`config.mk`:
```
export PLATFORM = sky130hd
export DESIGN_NAME = servo_angle_to_pwm_mapper
export DESIGN_NICKNAME = d
export VERILOG_FILES = /design/src/sv/sapm_pkg.sv /design/src/sv/sapm_ctrl.sv /design/src/sv/sapm_dp.sv /design/src/sv/servo_angle_to_pwm_mapper.sv
export SDC_FILE = /design/constraint.sdc
export NUM_CORES = 2
export LEC_CHECK = 0
export BUFFER_PORTS_ARGS = -buffer_cell sky130_fd_sc_hd__clkbuf_2
export CORE_MARGIN = 2
export CORE_UTILIZATION = 58
export DETAILED_ROUTE_END_ITERATION = 16
export PLACE_DENSITY = 0.74
export SYNTH_ARGS = -nofsm -noshare
export SYNTH_HDL_FRONTEND = slang
export SYNTH_HIERARCHICAL = 1
export SYNTH_SLANG_ARGS = --single-unit
export TNS_END_PERCENT = 30
```
`constraint.sdc`:
```
create_clock -name aclk -period 7.9 [get_ports aclk]
set_input_delay 1.58 -clock aclk [delete_from_list [all_inputs] [get_ports aclk]]
set_output_delay 1.58 -clock aclk [all_outputs]
set_load 0.1 [all_outputs]
```
`src/sv/sapm_pkg.sv`:
```
// Package for the servo angle to PWM mapper: shared types, codes and reset constants.
// Used by sapm_ctrl, sapm_dp and servo_angle_to_pwm_mapper; no dependencies.
package sapm_pkg;
    localparam int TABLE_DEPTH_DEF = 16;
    localparam int SLOPE_W = 24;
    localparam int DIV_STEPS = 36;
    localparam logic [SLOPE_W-1:0] SLOPE_RESET = 24'd485451;
    localparam logic [15:0] RANGE_RESET = 16'd4320;

    localparam logic [2:0] REG_SERVO_COUNT = 3'd0;
    localparam logic [2:0] REG_MIN_US = 3'd1;
    localparam logic [2:0] REG_MAX_US = 3'd2;
    localparam logic [2:0] REG_MIN_TICK = 3'd3;
    localparam logic [2:0] REG_MAX_TICK = 3'd4;
    localparam logic [2:0] REG_COEFF = 3'd5;

    localparam logic [1:0] ST_OK = 2'd0;
    localparam logic [1:0] ST_BAD_SERVO = 2'd1;
    localparam logic [1:0] ST_TICK_RANGE = 2'd2;
    localparam logic [1:0] ST_ZERO_RANGE = 2'd3;

    typedef struct packed {
        logic load;
        logic div_start;
        logic div_step;
        logic write_entry;
        logic angle_stage;
        logic mul_us;
        logic mul_tick;
        logic finish_cmd;
    } cmd_t;

    typedef struct packed {
        logic invalid;
        logic is_write;
        logic zero_range;
        logic div_done;
    } stat_t;
endpackage

```
`src/sv/sapm_ctrl.sv`:
```
// Controller state machine of the servo mapper: sequences the datapath per transfer.
// Depends on sapm_pkg.
module sapm_ctrl (
    input  logic             aclk,
    input  logic             aresetn,
    input  logic             in_valid,
    output logic             in_ready,
    output logic             out_valid,
    input  logic             out_ready,
    input  sapm_pkg::stat_t  st,
    output sapm_pkg::cmd_t   cmd
);
    typedef enum logic [7:0] {
        S_IDLE  = 8'b00000001,
        S_DEC   = 8'b00000010,
        S_DIV   = 8'b00000100,
        S_WR    = 8'b00001000,
        S_ANG   = 8'b00010000,
        S_MUL1  = 8'b00100000,
        S_MUL2  = 8'b01000000,
        S_FIN   = 8'b10000000
    } state_t;

    state_t state_reg, state_next;
    logic out_valid_reg, out_valid_next;
    logic out_free;

    assign out_free = !out_valid_reg || out_ready;
    assign in_ready = (state_reg == S_IDLE);
    assign out_valid = out_valid_reg;

    always_comb begin
        state_next = state_reg;
        out_valid_next = out_valid_reg && !out_ready;
        cmd = '0;
        unique case (state_reg)
            S_IDLE: begin
                if (in_valid && in_ready) begin
                    cmd.load = 1'b1;
                    state_next = S_DEC;
                end
            end
            S_DEC: begin
                if (st.invalid || (st.is_write && st.zero_range)) begin
                    state_next = S_FIN;
                end else if (st.is_write) begin
                    cmd.div_start = 1'b1;
                    state_next = S_DIV;
                end else begin
                    state_next = S_ANG;
                end
            end
            S_DIV: begin
                cmd.div_step = 1'b1;
                if (st.div_done) state_next = S_WR;
            end
            S_WR: begin
                cmd.write_entry = 1'b1;
                state_next = S_FIN;
            end
            S_ANG: begin
                cmd.angle_stage = 1'b1;
                state_next = S_MUL1;
            end
            S_MUL1: begin
                cmd.mul_us = 1'b1;
                state_next = S_MUL2;
            end
            S_MUL2: begin
                cmd.mul_tick = 1'b1;
                state_next = S_FIN;
            end
            S_FIN: begin
                if (out_free) begin
                    cmd.finish_cmd = 1'b1;
                    out_valid_next = 1'b1;
                    state_next = S_IDLE;
                end
            end
            default: state_next = S_IDLE;
        endcase
    end

    always_ff @(posedge aclk) begin
        if (!aresetn) begin
            state_reg <= S_IDLE;
            out_valid_reg <= 1'b0;
        end else begin
            state_reg <= state_next;
            out_valid_reg <= out_valid_next;
        end
    end

    a_one_hot: assert property (@(posedge aclk) disable iff (!aresetn) $onehot(state_reg))
        else $error("state not one-hot");
    a_no_accept_busy: assert property (@(posedge aclk) disable iff (!aresetn)
        (state_reg != S_IDLE) |-> !in_ready) else $error("accept while busy");
    a_result_after_fin: assert property (@(posedge aclk) disable iff (!aresetn)
        (state_reg == S_FIN && out_free) |=> out_valid_reg) else $error("result lost");
endmodule

```
`src/sv/sapm_dp.sv`:
```
// Datapath of the servo mapper: servo table, serial slope divider, clamp and multiplies.
// Depends on sapm_pkg; driven by sapm_ctrl.
module sapm_dp #(
    parameter int TABLE_DEPTH = sapm_pkg::TABLE_DEPTH_DEF
) (
    input  logic                  aclk,
    input  logic                  aresetn,
    input  sapm_pkg::cmd_t        cmd,
    output sapm_pkg::stat_t       st,
    input  logic [92:0]           in_data,
    input  logic                  in_cmd,
    input  logic                  out_ready,
    input  logic                  out_valid,
    input  logic                  cfg_we,
    input  logic [2:0]            cfg_idx,
    input  logic [19:0]           cfg_data,
    output logic [39:0]           out_data
);
    localparam int IW = (TABLE_DEPTH > 1) ? $clog2(TABLE_DEPTH) : 1;

    logic [6:0]  servo_count_reg;
    logic [15:0] min_us_reg, max_us_reg;
    logic [11:0] min_tick_reg, max_tick_reg;
    logic [19:0] coeff_reg;

    logic [TABLE_DEPTH-1:0] valid_reg;
    logic signed [15:0] lo_mem [TABLE_DEPTH];
    logic signed [15:0] hi_mem [TABLE_DEPTH];
    logic signed [15:0] zo_mem [TABLE_DEPTH];
    logic [15:0] rng_mem [TABLE_DEPTH];
    logic [sapm_pkg::SLOPE_W-1:0] slope_mem [TABLE_DEPTH];
    logic inv_mem [TABLE_DEPTH];
    logic [3:0] ch_mem [TABLE_DEPTH];

    logic        is_wr_reg;
    logic [7:0]  idx_reg;
    logic signed [15:0] ang_reg, lo_in_reg, hi_in_reg, zo_in_reg;
    logic [15:0] rng_in_reg;
    logic        inv_in_reg;
    logic [3:0]  ch_in_reg;

    logic [IW-1:0] ix;
    assign ix = idx_reg[IW-1:0];

    always_ff @(posedge aclk) begin
        if (cmd.load) begin
            is_wr_reg  <= in_cmd;
            idx_reg    <= in_data[7:0];
            ang_reg    <= in_data[23:8];
            lo_in_reg  <= in_data[39:24];
            hi_in_reg  <= in_data[55:40];
            zo_in_reg  <= in_data[71:56];
            rng_in_reg <= in_data[87:72];
            inv_in_reg <= in_data[88];
            ch_in_reg  <= in_data[92:89];
        end
    end

    always_ff @(posedge aclk) begin
        if (!aresetn) begin
            servo_count_reg <= 7'd16;
            min_us_reg <= 16'd500;
            max_us_reg <= 16'd2500;
            min_tick_reg <= 12'd0;
            max_tick_reg <= 12'd4095;
            coeff_reg <= 20'd13422;
        end else if (cfg_we) begin
            unique case (cfg_idx)
                sapm_pkg::REG_SERVO_COUNT: servo_count_reg <= cfg_data[6:0];
                sapm_pkg::REG_MIN_US:      min_us_reg <= cfg_data[15:0];
                sapm_pkg::REG_MAX_US:      max_us_reg <= cfg_data[15:0];
                sapm_pkg::REG_MIN_TICK:    min_tick_reg <= cfg_data[11:0];
                sapm_pkg::REG_MAX_TICK:    max_tick_reg <= cfg_data[11:0];
                sapm_pkg::REG_COEFF:       coeff_reg <= cfg_data;
                default: ;
            endcase
        end
    end

    assign st.invalid = ({1'b0, idx_reg} >= {2'b0, servo_count_reg})
                        || ({24'd0, idx_reg} >= TABLE_DEPTH[31:0]);
    assign st.is_write = is_wr_reg;
    assign st.zero_range = (rng_in_reg == 16'd0);

    // serial restoring divider: (diff << 20) / range
    logic [35:0] quo_reg;
    logic [16:0] rem_reg;
    logic [5:0]  cnt_reg;
    logic        crossed_reg;
    logic [16:0] rem_sh;
    assign rem_sh = {rem_reg[15:0], quo_reg[35]};
    assign st.div_done = (cnt_reg == 6'd1);

    always_ff @(posedge aclk) begin
        if (cmd.div_start) begin
            quo_reg <= {max_us_reg - min_us_reg, 20'd0};
            crossed_reg <= max_us_reg < min_us_reg;
            rem_reg <= '0;
            cnt_reg <= 6'(sapm_pkg::DIV_STEPS);
        end else if (cmd.div_step) begin
            cnt_reg <= cnt_reg - 6'd1;
            if (rem_sh >= {1'b0, rng_in_reg}) begin
                rem_reg <= rem_sh - {1'b0, rng_in_reg};
                quo_reg <= {quo_reg[34:0], 1'b1};
            end else begin
                rem_reg <= rem_sh;
                quo_reg <= {quo_reg[34:0], 1'b0};
            end
        end
    end

    logic [sapm_pkg::SLOPE_W-1:0] slope_new;
    assign slope_new = crossed_reg ? '0 : (|quo_reg[35:24]) ? '1 : quo_reg[23:0];

    always_ff @(posedge aclk) begin
        if (!aresetn) valid_reg <= '0;
        else if (cmd.write_entry) valid_reg[ix] <= 1'b1;
    end

    always_ff @(posedge aclk) begin
        if (cmd.write_entry) begin
            lo_mem[ix] <= lo_in_reg;
            hi_mem[ix] <= hi_in_reg;
            zo_mem[ix] <= zo_in_reg;
            rng_mem[ix] <= rng_in_reg;
            slope_mem[ix] <= slope_new;
            inv_mem[ix] <= inv_in_reg;
            ch_mem[ix] <= ch_in_reg;
        end
    end

    logic signed [15:0] e_lo_reg, e_hi_reg, e_zo_reg;
    logic [15:0] e_rng_reg;
    logic [sapm_pkg::SLOPE_W-1:0] e_slope_reg;
    logic e_inv_reg;
    logic [3:0] e_ch_reg;
    always_ff @(posedge aclk) begin
        if (valid_reg[ix]) begin
            e_lo_reg <= lo_mem[ix]; e_hi_reg <= hi_mem[ix]; e_zo_reg <= zo_mem[ix];
            e_rng_reg <= rng_mem[ix]; e_slope_reg <= slope_mem[ix];
            e_inv_reg <= inv_mem[ix]; e_ch_reg <= ch_mem[ix];
        end else begin
            e_lo_reg <= '0; e_hi_reg <= '0; e_zo_reg <= '0;
            e_rng_reg <= sapm_pkg::RANGE_RESET; e_slope_reg <= sapm_pkg::SLOPE_RESET;
            e_inv_reg <= 1'b0; e_ch_reg <= 4'(ix);
        end
    end

    logic signed [16:0] a_neg, a_cl;
    logic signed [17:0] adj_reg;
    logic [sapm_pkg::SLOPE_W-1:0] slope_reg;
    logic [3:0] ch_reg;
    always_comb begin
        a_neg = e_inv_reg ? -17'(ang_reg) : 17'(ang_reg);
        a_cl = (a_neg < 17'(e_lo_reg)) ? 17'(e_lo_reg) : a_neg;
        if (a_cl > 17'(e_hi_reg)) a_cl = 17'(e_hi_reg);
    end

    logic signed [42:0] sum_reg;
    logic [15:0] us;
    logic [35:0] tk_reg;
    always_ff @(posedge aclk) begin
        if (cmd.angle_stage) begin
            adj_reg <= 18'(a_cl) + 18'({1'b0, e_rng_reg[15:1]}) + 18'(e_zo_reg);
            slope_reg <= e_slope_reg;
            ch_reg <= e_ch_reg;
        end
        if (cmd.mul_us)
            sum_reg <= 43'($signed({1'b0, min_us_reg, 20'd0}))
                     + 43'($signed({1'b0, slope_reg}) * adj_reg);
        if (cmd.mul_tick) tk_reg <= us * coeff_reg;
    end

    assign us = sum_reg[42] ? 16'd0 : (|sum_reg[41:36]) ? 16'hFFFF : sum_reg[35:20];

    logic [15:0] ticks;
    assign ticks = (|tk_reg[35:32]) ? 16'hFFFF : tk_reg[31:16];

    logic [1:0] tick_st;
    assign tick_st = (ticks > {4'd0, max_tick_reg} || ticks < {4'd0, min_tick_reg})
                     ? sapm_pkg::ST_TICK_RANGE : sapm_pkg::ST_OK;

    logic [39:0] res_reg;
    always_ff @(posedge aclk) begin
        if (cmd.finish_cmd) begin
            if (st.invalid) res_reg <= {38'd0, sapm_pkg::ST_BAD_SERVO};
            else if (is_wr_reg && st.zero_range)
                res_reg <= {38'd0, sapm_pkg::ST_ZERO_RANGE};
            else if (is_wr_reg) res_reg <= {34'd0, ch_in_reg, sapm_pkg::ST_OK};
            else res_reg <= {adj_reg, ticks, ch_reg, tick_st};
        end
    end

    assign out_data = res_reg;

    a_div_len: assert property (@(posedge aclk) disable iff (!aresetn)
        cmd.div_start |=> (cnt_reg == 6'(sapm_pkg::DIV_STEPS))) else $error("divider start");
    a_write_ok: assert property (@(posedge aclk) disable iff (!aresetn)
        cmd.write_entry |-> (!st.invalid && !st.zero_range)) else $error("bad table write");
    a_hold: assert property (@(posedge aclk) disable iff (!aresetn)
        (out_valid && !out_ready) |=> $stable(res_reg)) else $error("result changed");
endmodule

```
`src/sv/servo_angle_to_pwm_mapper.sv`:
```
// Top level of the servo angle to PWM mapper: stream ports and config write port.
// Depends on sapm_pkg, sapm_ctrl and sapm_dp.
// Per transfer: an angle command reads the table, clamps and does two multiplies; a
// settings write runs the serial slope divider and writes the table entry; an invalid
// index or zero range goes straight to the result. One item in flight; a stalled
// result holds the next item in its final state.
// Reset: aresetn synchronous active low restores registers and marks all table
// entries at their reset values at once; no clearing pass.
module servo_angle_to_pwm_mapper #(
    parameter int TABLE_DEPTH = sapm_pkg::TABLE_DEPTH_DEF
) (
    input  logic        aclk,
    input  logic        aresetn,
    input  logic        s_tvalid,
    output logic        s_tready,
    input  logic [95:0] s_tdata,  // servo_index, angle, lower_limit, upper_limit,
                                  // zero_offset, travel_range, invert_flag, channel
    input  logic        s_tuser,  // cmd
    output logic        m_tvalid,
    input  logic        m_tready,
    output logic [39:0] m_tdata,  // status, out_channel, tick_count, adjusted_angle
    input  logic        cfg_we,
    input  logic [2:0]  cfg_idx,
    input  logic [19:0] cfg_data
);
    sapm_pkg::cmd_t  cmd;
    sapm_pkg::stat_t st;

    sapm_ctrl u_ctrl (
        .aclk(aclk), .aresetn(aresetn), .in_valid(s_tvalid), .in_ready(s_tready),
        .out_valid(m_tvalid), .out_ready(m_tready), .st(st), .cmd(cmd)
    );

    sapm_dp #(.TABLE_DEPTH(TABLE_DEPTH)) u_dp (
        .aclk(aclk), .aresetn(aresetn), .cmd(cmd), .st(st), .in_data(s_tdata[92:0]),
        .in_cmd(s_tuser), .out_valid(m_tvalid), .out_ready(m_tready),
        .cfg_we(cfg_we), .cfg_idx(cfg_idx), .cfg_data(cfg_data), .out_data(m_tdata)
    );
endmodule

```
Word-level counts from Yosys, hierarchy flattened
Memories as Yosys holds them, arrays and structs flattened. A register that Yosys moved wholly into a read port is not among the register bits.
Index checks and enable logic that the tools add are counted.
Widths: inputs -> output; s select.
{ "totals": {"reg_bits": 430, "ramBits": 1488, "in_bits": 125, "out_inout_bits": 42, "elab_cells": 151, "memories": 7} }
{ "mem_list": {"columns": ["name", "depth", "word_bits", "rd", "rd_clocked_by_memory_dff", "wr", "line", "text"], "rows": [
  ["u_dp.slope_mem", 16, 24, 1, 1, 1, "sapm_dp.sv:31", "logic [sapm_pkg::SLOPE_W-1:0] slope_mem [TABLE_DEPTH];"],
  ["u_dp.hi_mem", 16, 16, 1, 1, 1, "sapm_dp.sv:28", "logic signed [15:0] hi_mem [TABLE_DEPTH];"],
  ["u_dp.lo_mem", 16, 16, 1, 1, 1, "sapm_dp.sv:27", "logic signed [15:0] lo_mem [TABLE_DEPTH];"],
  ["u_dp.rng_mem", 16, 16, 1, 1, 1, "sapm_dp.sv:30", "logic [15:0] rng_mem [TABLE_DEPTH];"],
  ["u_dp.zo_mem", 16, 16, 1, 1, 1, "sapm_dp.sv:29", "logic signed [15:0] zo_mem [TABLE_DEPTH];"],
  ["u_dp.ch_mem", 16, 4, 1, 1, 1, "sapm_dp.sv:33", "logic [3:0] ch_mem [TABLE_DEPTH];"],
  ["+1 memories", null, null, null, null, null, null, null]
]} }
{ "op_classes": {"addsub": 7, "n_mul": 2, "n_lt_le_gt_ge": 10, "n_eq_ne": 17, "n_mux": 43, "bitwise_logic": 1, "n_reduce_logical": 32} }
{ "op_table": {"columns": ["op", "n"], "rows": [
  ["$mux 36", 2],
  ["$mux 16", 4],
  ["$pmux 8 s7", 1],
  ["$mux 17", 3],
  ["$mux 24", 2],
  ["$add 37x43->43", 1],
  ["$mul 25x18->43", 1],
  ["$mul 16x20->36", 1],
  ["$mux 8", 4],
  ["$sub 16x16->16", 2],
  ["$mux 1", 19],
  ["$add 17x16->18", 1],
  ["$add 18x18->18", 1],
  ["$ge 17x16->1", 1],
  ["$gt 17x16->1", 1],
  ["$lt 17x16->1", 1],
  ["$neg 16->17", 1],
  ["$gt 16x12->1", 1],
  ["$logic_not 16->1", 1],
  ["$lt 16x12->1", 1],
  ["$lt 16x16->1", 1],
  ["$or 16x16->16", 1],
  ["$reduce_and 2->1", 6],
  ["$reduce_or 12->1", 1],
  ["other kinds (35)", 54]
]} }

Depth between registers and ports, before layout
{ "logic_depth": {"ltp_word": 8, "ltp_mapped": 38, "depth_no_buf": 36} }

Cells and area by module
Netlist, hierarchy kept.
{ "by_module_without_submodules": {"columns": ["mod", "n_inst", "cells_each", "area_each_um2", "seq_area_each_um2"], "rows": [
  ["sapm_dp", 1, 6656, 99721.9, 56153.9],
  ["sapm_ctrl", 1, 62, 535.5, 180.2]
]} }

Least setup slack after synthesis
Ideal clock, no wire load.
{ "synth_timing": {"path_type": "register to register", "startpoint": "register u_ctrl.state_reg[1]", "endpoint": "memory u_dp.ch_mem[2][0] (enable)", "setup_ns": 0.657, "arrival_time_ns": 7.728, "required_ns": 7.243, "setup_slack_ns": -0.485, "stages_incl_launch_ff": 6, "n_path_buf": 0, "period_less_slack_ns": 8.385, "cell_sequence": "dfxtp_1 -> nor4_1 -> nand2_1 -> nor3b_1 -> nand3_1 -> nor3_1"} }
{ "synth_lines": {"columns": ["element", "line", "text"], "rows": [
  ["start: declaration", "sapm_ctrl.sv:24", "state_t state_reg, state_next;"],
  ["start signal: assignment", "sapm_ctrl.sv:89", "state_reg <= state_next;"],
  ["end: declaration", "sapm_dp.sv:33", null]
]} }

Worst setup path in the final report
{ "layout_timing": {"startpoint": "register u_dp.ang_reg[7]", "endpoint": "register u_dp.adj_reg[17], data pin"} }
{ "layout_between": {"elab_chain_len": 8} }
{ "layout_rtl": {"columns": ["element", "line", "text"], "rows": [
  ["start: declaration", "sapm_dp.sv:37", "logic signed [15:0] ang_reg, lo_in_reg, hi_in_reg, zo_in_reg;"],
  ["start signal: assignment", "sapm_dp.sv:49", "ang_reg <= in_data[23:8];"],
  ["$neg 16->17", "sapm_dp.sv:154", "a_neg = e_inv_reg ? -17'(ang_reg) : 17'(ang_reg);"],
  ["$mux 17 (*)", "sapm_dp.sv:154", null],
  ["$lt 17x16->1", "sapm_dp.sv:155", "a_cl = (a_neg < 17'(e_lo_reg)) ? 17'(e_lo_reg) : a_neg;"],
  ["$mux 17 (*)", "sapm_dp.sv:155", null],
  ["$gt 17x16->1", "sapm_dp.sv:156", "if (a_cl > 17'(e_hi_reg)) a_cl = 17'(e_hi_reg);"],
  ["$mux 17 (*)", "sapm_dp.sv:156", null],
  ["$add 17x16->18 (*)", "sapm_dp.sv:164", "adj_reg <= 18'(a_cl) + 18'({1'b0, e_rng_reg[15:1]}) + 18'(e_zo_reg);"],
  ["$add 18x18->18 (*)", "sapm_dp.sv:164", null],
  ["end signal: assignment", "sapm_dp.sv:164", null],
  ["end: declaration", "sapm_dp.sv:150", "logic signed [17:0] adj_reg;"]
]} }
Mark *: on every way between the ends. The rest lies on a longest branch, timed or not.
A chain may end at the register's enable or synchronous reset.

==> impl_metrics.toml <==
[status]
status = "finished, violations left"
violations = "negative setup slack"

[synth]
yosys_warnings = 6
synth_area_um2 = 100000
synth_edf_count = 1712
syn_area_per_cell_um2 = 14.9
synth_top_family_by_area = "adder cells"
synthMuxAreaShare_pct = 10.7
syn-num-nets = 7829
synthXorXnorAreaFrac_pct = 0.786
ys_seq_area_share_pct = 56.2
async_flop_share_pct = 0
synth-adder-area-share_pct = 17.1
synth.distinct_cells = 92
yosys.area_share.simple_pct = 7.66
ys_ff_latch = 1958
syn_inst = 6718
synth_ff_type = "edfxtp_1"
synth_compound_area_share_pct = 3.30

[hold_path]
hold_depth = 0
hold_end = "u_dp/slope_reg[20]"
hold_path_class = "reg -> reg"
hp-start = "u_dp/e_slope_reg[20]"

[final_layout]
final_nets = 8121
n_fill_cell = 11800
multi_input_area_um2 = 40300
drive_gt1_share_pct = 18.5
largest_reg_flops = 384
mostFrequentLayoutCells = "edfxtp_1, inv_1, nand2_1"
final_common_cell = "edfxtp_1"
final-seq-area_um2 = 56300
syn_to_final_growth_pct = 11.3
largest-register = "u_dp/slope_mem"
finalNonFillerCells = 9479

[clocking]
cts-htree-levels = 4
clk_pin_slew_ns = 0.07
clkSinkCount = 1958
clkLatencyLatePin_ns = 0.84
cts_tree = "done"
cts.hold.buffers_added = 0
numCtsBuffers = 186
cts_buffer_depth = 3
root_buffer = "clkbuf_16"

[pwr]
switching_share_pct = 23.9
combinationalPowerShare_pct = 11.1
p_sw_mw = 5.46
power_leakage_nw = 41.9
peakVddDrop_uv = 251
p_int_mw = 17.4
total_power_mw = 22.8
power_density_nw_per_um2 = 205
power_frac_seq_pct = 50.4
clockPowerShare_pct = 38.5

[floorplan]
die_y_um = 420
dieArea_um2 = 176000
start_util_pct = 58.4
die_w_um = 420
io_pins = 167
fp-row-count = 152
core_um2 = 172000

[worst_setup_path]
critical_path_required_ns = 8.50
rrSetupSlack_ns = -0.11
cpPeakStageDelay_ns = 0.56
arrival_ns = 8.61
crit_buf_inv = 5
crit_start = "u_dp/ang_reg[7]"
crit_fanout = 8
reg2regPathDepth = 32
worstReg2RegEnd = "u_dp/adj_reg[17]"
crit_family = "simple AND/OR/NAND/NOR gates"
worstSetupPathType = "reg -> reg"
reg2reg_from = "u_dp/ang_reg[7]"
crit_path_end_kind = "register"
cp-start-kind = "register"
cpMaxStageDelayCell = "or4_4"

[timing]
slew_headroom_pct = 19.7
report.final.setup_viol = 2
fmax_mhz = 125
setup_ws_ns = -0.114
whs_ns = 0.381
worst_pin_slew_ns = 1.20
finalClockSkew_ns = 0.0832
hold_viol = 0
fin_crit_ns = 8.01
post-route-period-util_pct = 101
rsz0062_at_grt = "true"
final.setup.tns_ns = -0.188
final_max_slew_viol_count = 0

[placement]
gp_congestion = 0.912
pre_cts_ws_ns = -0.465
port_buffers = 163
place_hpwl_um = 145000
place_inst = 9112

[route]
routedWlPerCell_um = 25.2
top_layer_used = "met5"
wl_met1_um = 92300
drc_errors = 0
antenna_left = 0
routed_via_density = 5.98
drtIter0Drc = 5360
wl_met2_um = 122000
firstDrtPassIters = 8
dr_wl_met3_um = 16800
routed_wl_um = 239000
route.vias.total = 56700

[grt]
grt.total_usage_pct = 27.9
grt_antenna_before_repair = 3
grt-ovfl-total = 0
grt_pass1_wl_um = 365000
grt_max_degree = 144
first_global_vias = 59700

[job]
cap_violations = 0
## power by group through the flow
stage / logic [mW] / clock network, mW / registers, mW
floorplan: 1.67 / 0 / 11.7
global placement: 2.40 / 0 / 11.7
detailed placement: 2.44 / 0 / 11.7
CTS: 2.49 / 8.92 / 11.5
global route: 2.77 / 9.30 / 11.5
finish: 2.55 / 8.79 / 11.5
## Yosys cell counts (6+ instances only)
cell / instances / area [um^2]
buf_1: 20 / 75.1
clkbuf_1: 252 / 946
a211o_1: 6 / 52.6
nor3_1: 57 / 285
nor2_1: 210 / 788
o211ai_1: 27 / 203
inv_1: 798 / 3000
nand2_1: 752 / 2820
o21bai_1: 8 / 60.1
dfxtp_1: 246 / 4920
xnor2_1: 65 / 569
o41ai_1: 18 / 158
or2_2: 36 / 225
a21oi_1: 69 / 345
nor4_1: 14 / 87.6
o21ai_0: 51 / 255
and2_1: 258 / 1610
ha_1: 352 / 4400
nor2b_1: 97 / 607
nand4_1: 20 / 125
or3_1: 14 / 87.6
a311oi_1: 12 / 105
fa_1: 634 / 12700
a41oi_1: 6 / 52.6
o21ai_1: 10 / 50.1
edfxtp_1: 1712 / 51400
o31ai_1: 11 / 82.6
mux2i_1: 25 / 250
buf_2: 47 / 235
nand3_1: 52 / 260
and4_1: 17 / 149
xor2_1: 25 / 219
and3_1: 15 / 93.8
o21a_1: 41 / 308
a21boi_0: 58 / 435
a211oi_1: 26 / 195
nand2b_1: 44 / 275
a21o_1: 26 / 195
a31oi_1: 12 / 75.1
mux4_2: 464 / 10500
## worst reg2reg max path: cells and delay by family (launching register included)
family | cells | cell delay, ns
xor+xnor | 1 | 0.12
flops | 1 | 0.39
buf+inv | 5 | 0.86
fa+ha+maj | 4 | 1.36
compound gates | 10 | 1.98
simple gates | 12 | 3.04
## logic make-up (layout without fill, tap and decap cells)
group / after synthesis / count (layout)
muxes: 495 / 495
and+or+nand+nor: 1614 / 1614
DFF: 1958 / 1958
buffers and inverters: 1122 / 1571
other: 0 / 2
xor gates and xnor gates: 90 / 90
AOI/OAI and AO/OA: 453 / 453
adders and majority gates: 986 / 986
## worst max path at each step
stage | endpoint | cells after the start | slack, ns
finish | u_dp/adj_reg[17] | 32 | -0.11
global placement | u_dp/adj_reg[17] | 32 | -0.40
CTS | u_dp/adj_reg[16] | 33 | 0.008
global route | u_dp/adj_reg[17] | 37 | -0.34
floorplan | u_dp/ch_mem[0][0] | 5 | -0.47
detailed placement | u_dp/adj_reg[17] | 31 | -0.47
## through the flow
step / utilization, % / cell area [um^2]
finish: 65.0 / 112000
CTS: 64.7 / 111000
detailed placement: 61.1 / 105000
global route: 65.0 / 112000
floorplan: - / 100000
global placement: 61.1 / 105000
## cell type report
cell class              count  share of cell area [%]
repair buffers            426                    2.64
clock buffers             249                    4.54
flip-flops and latches   1958                    50.5
multi-input cells        3638                    36.1
well taps                2310                    2.59
inverters                 800                    2.70
diodes                      2                 0.00449
clock inverters            96                   0.939
## layer usage
metal | vias up | track usage, %
met5 | - | 0
met1 | 29500 | 37.0
met3 | 461 | 4.31
met2 | 2349 | 47.3
met4 | 2 | 9.61
li1 | 24400 | -
## what timing repair did
action,CTS,global route
buffers inserted,1,16
pin swaps,5,38
gates resized for setup,21,67
gates cloned,0,3
setup endpoints to repair,5,7
hold endpoints to repair,0,0
Power figures use the tool's default switching activity.
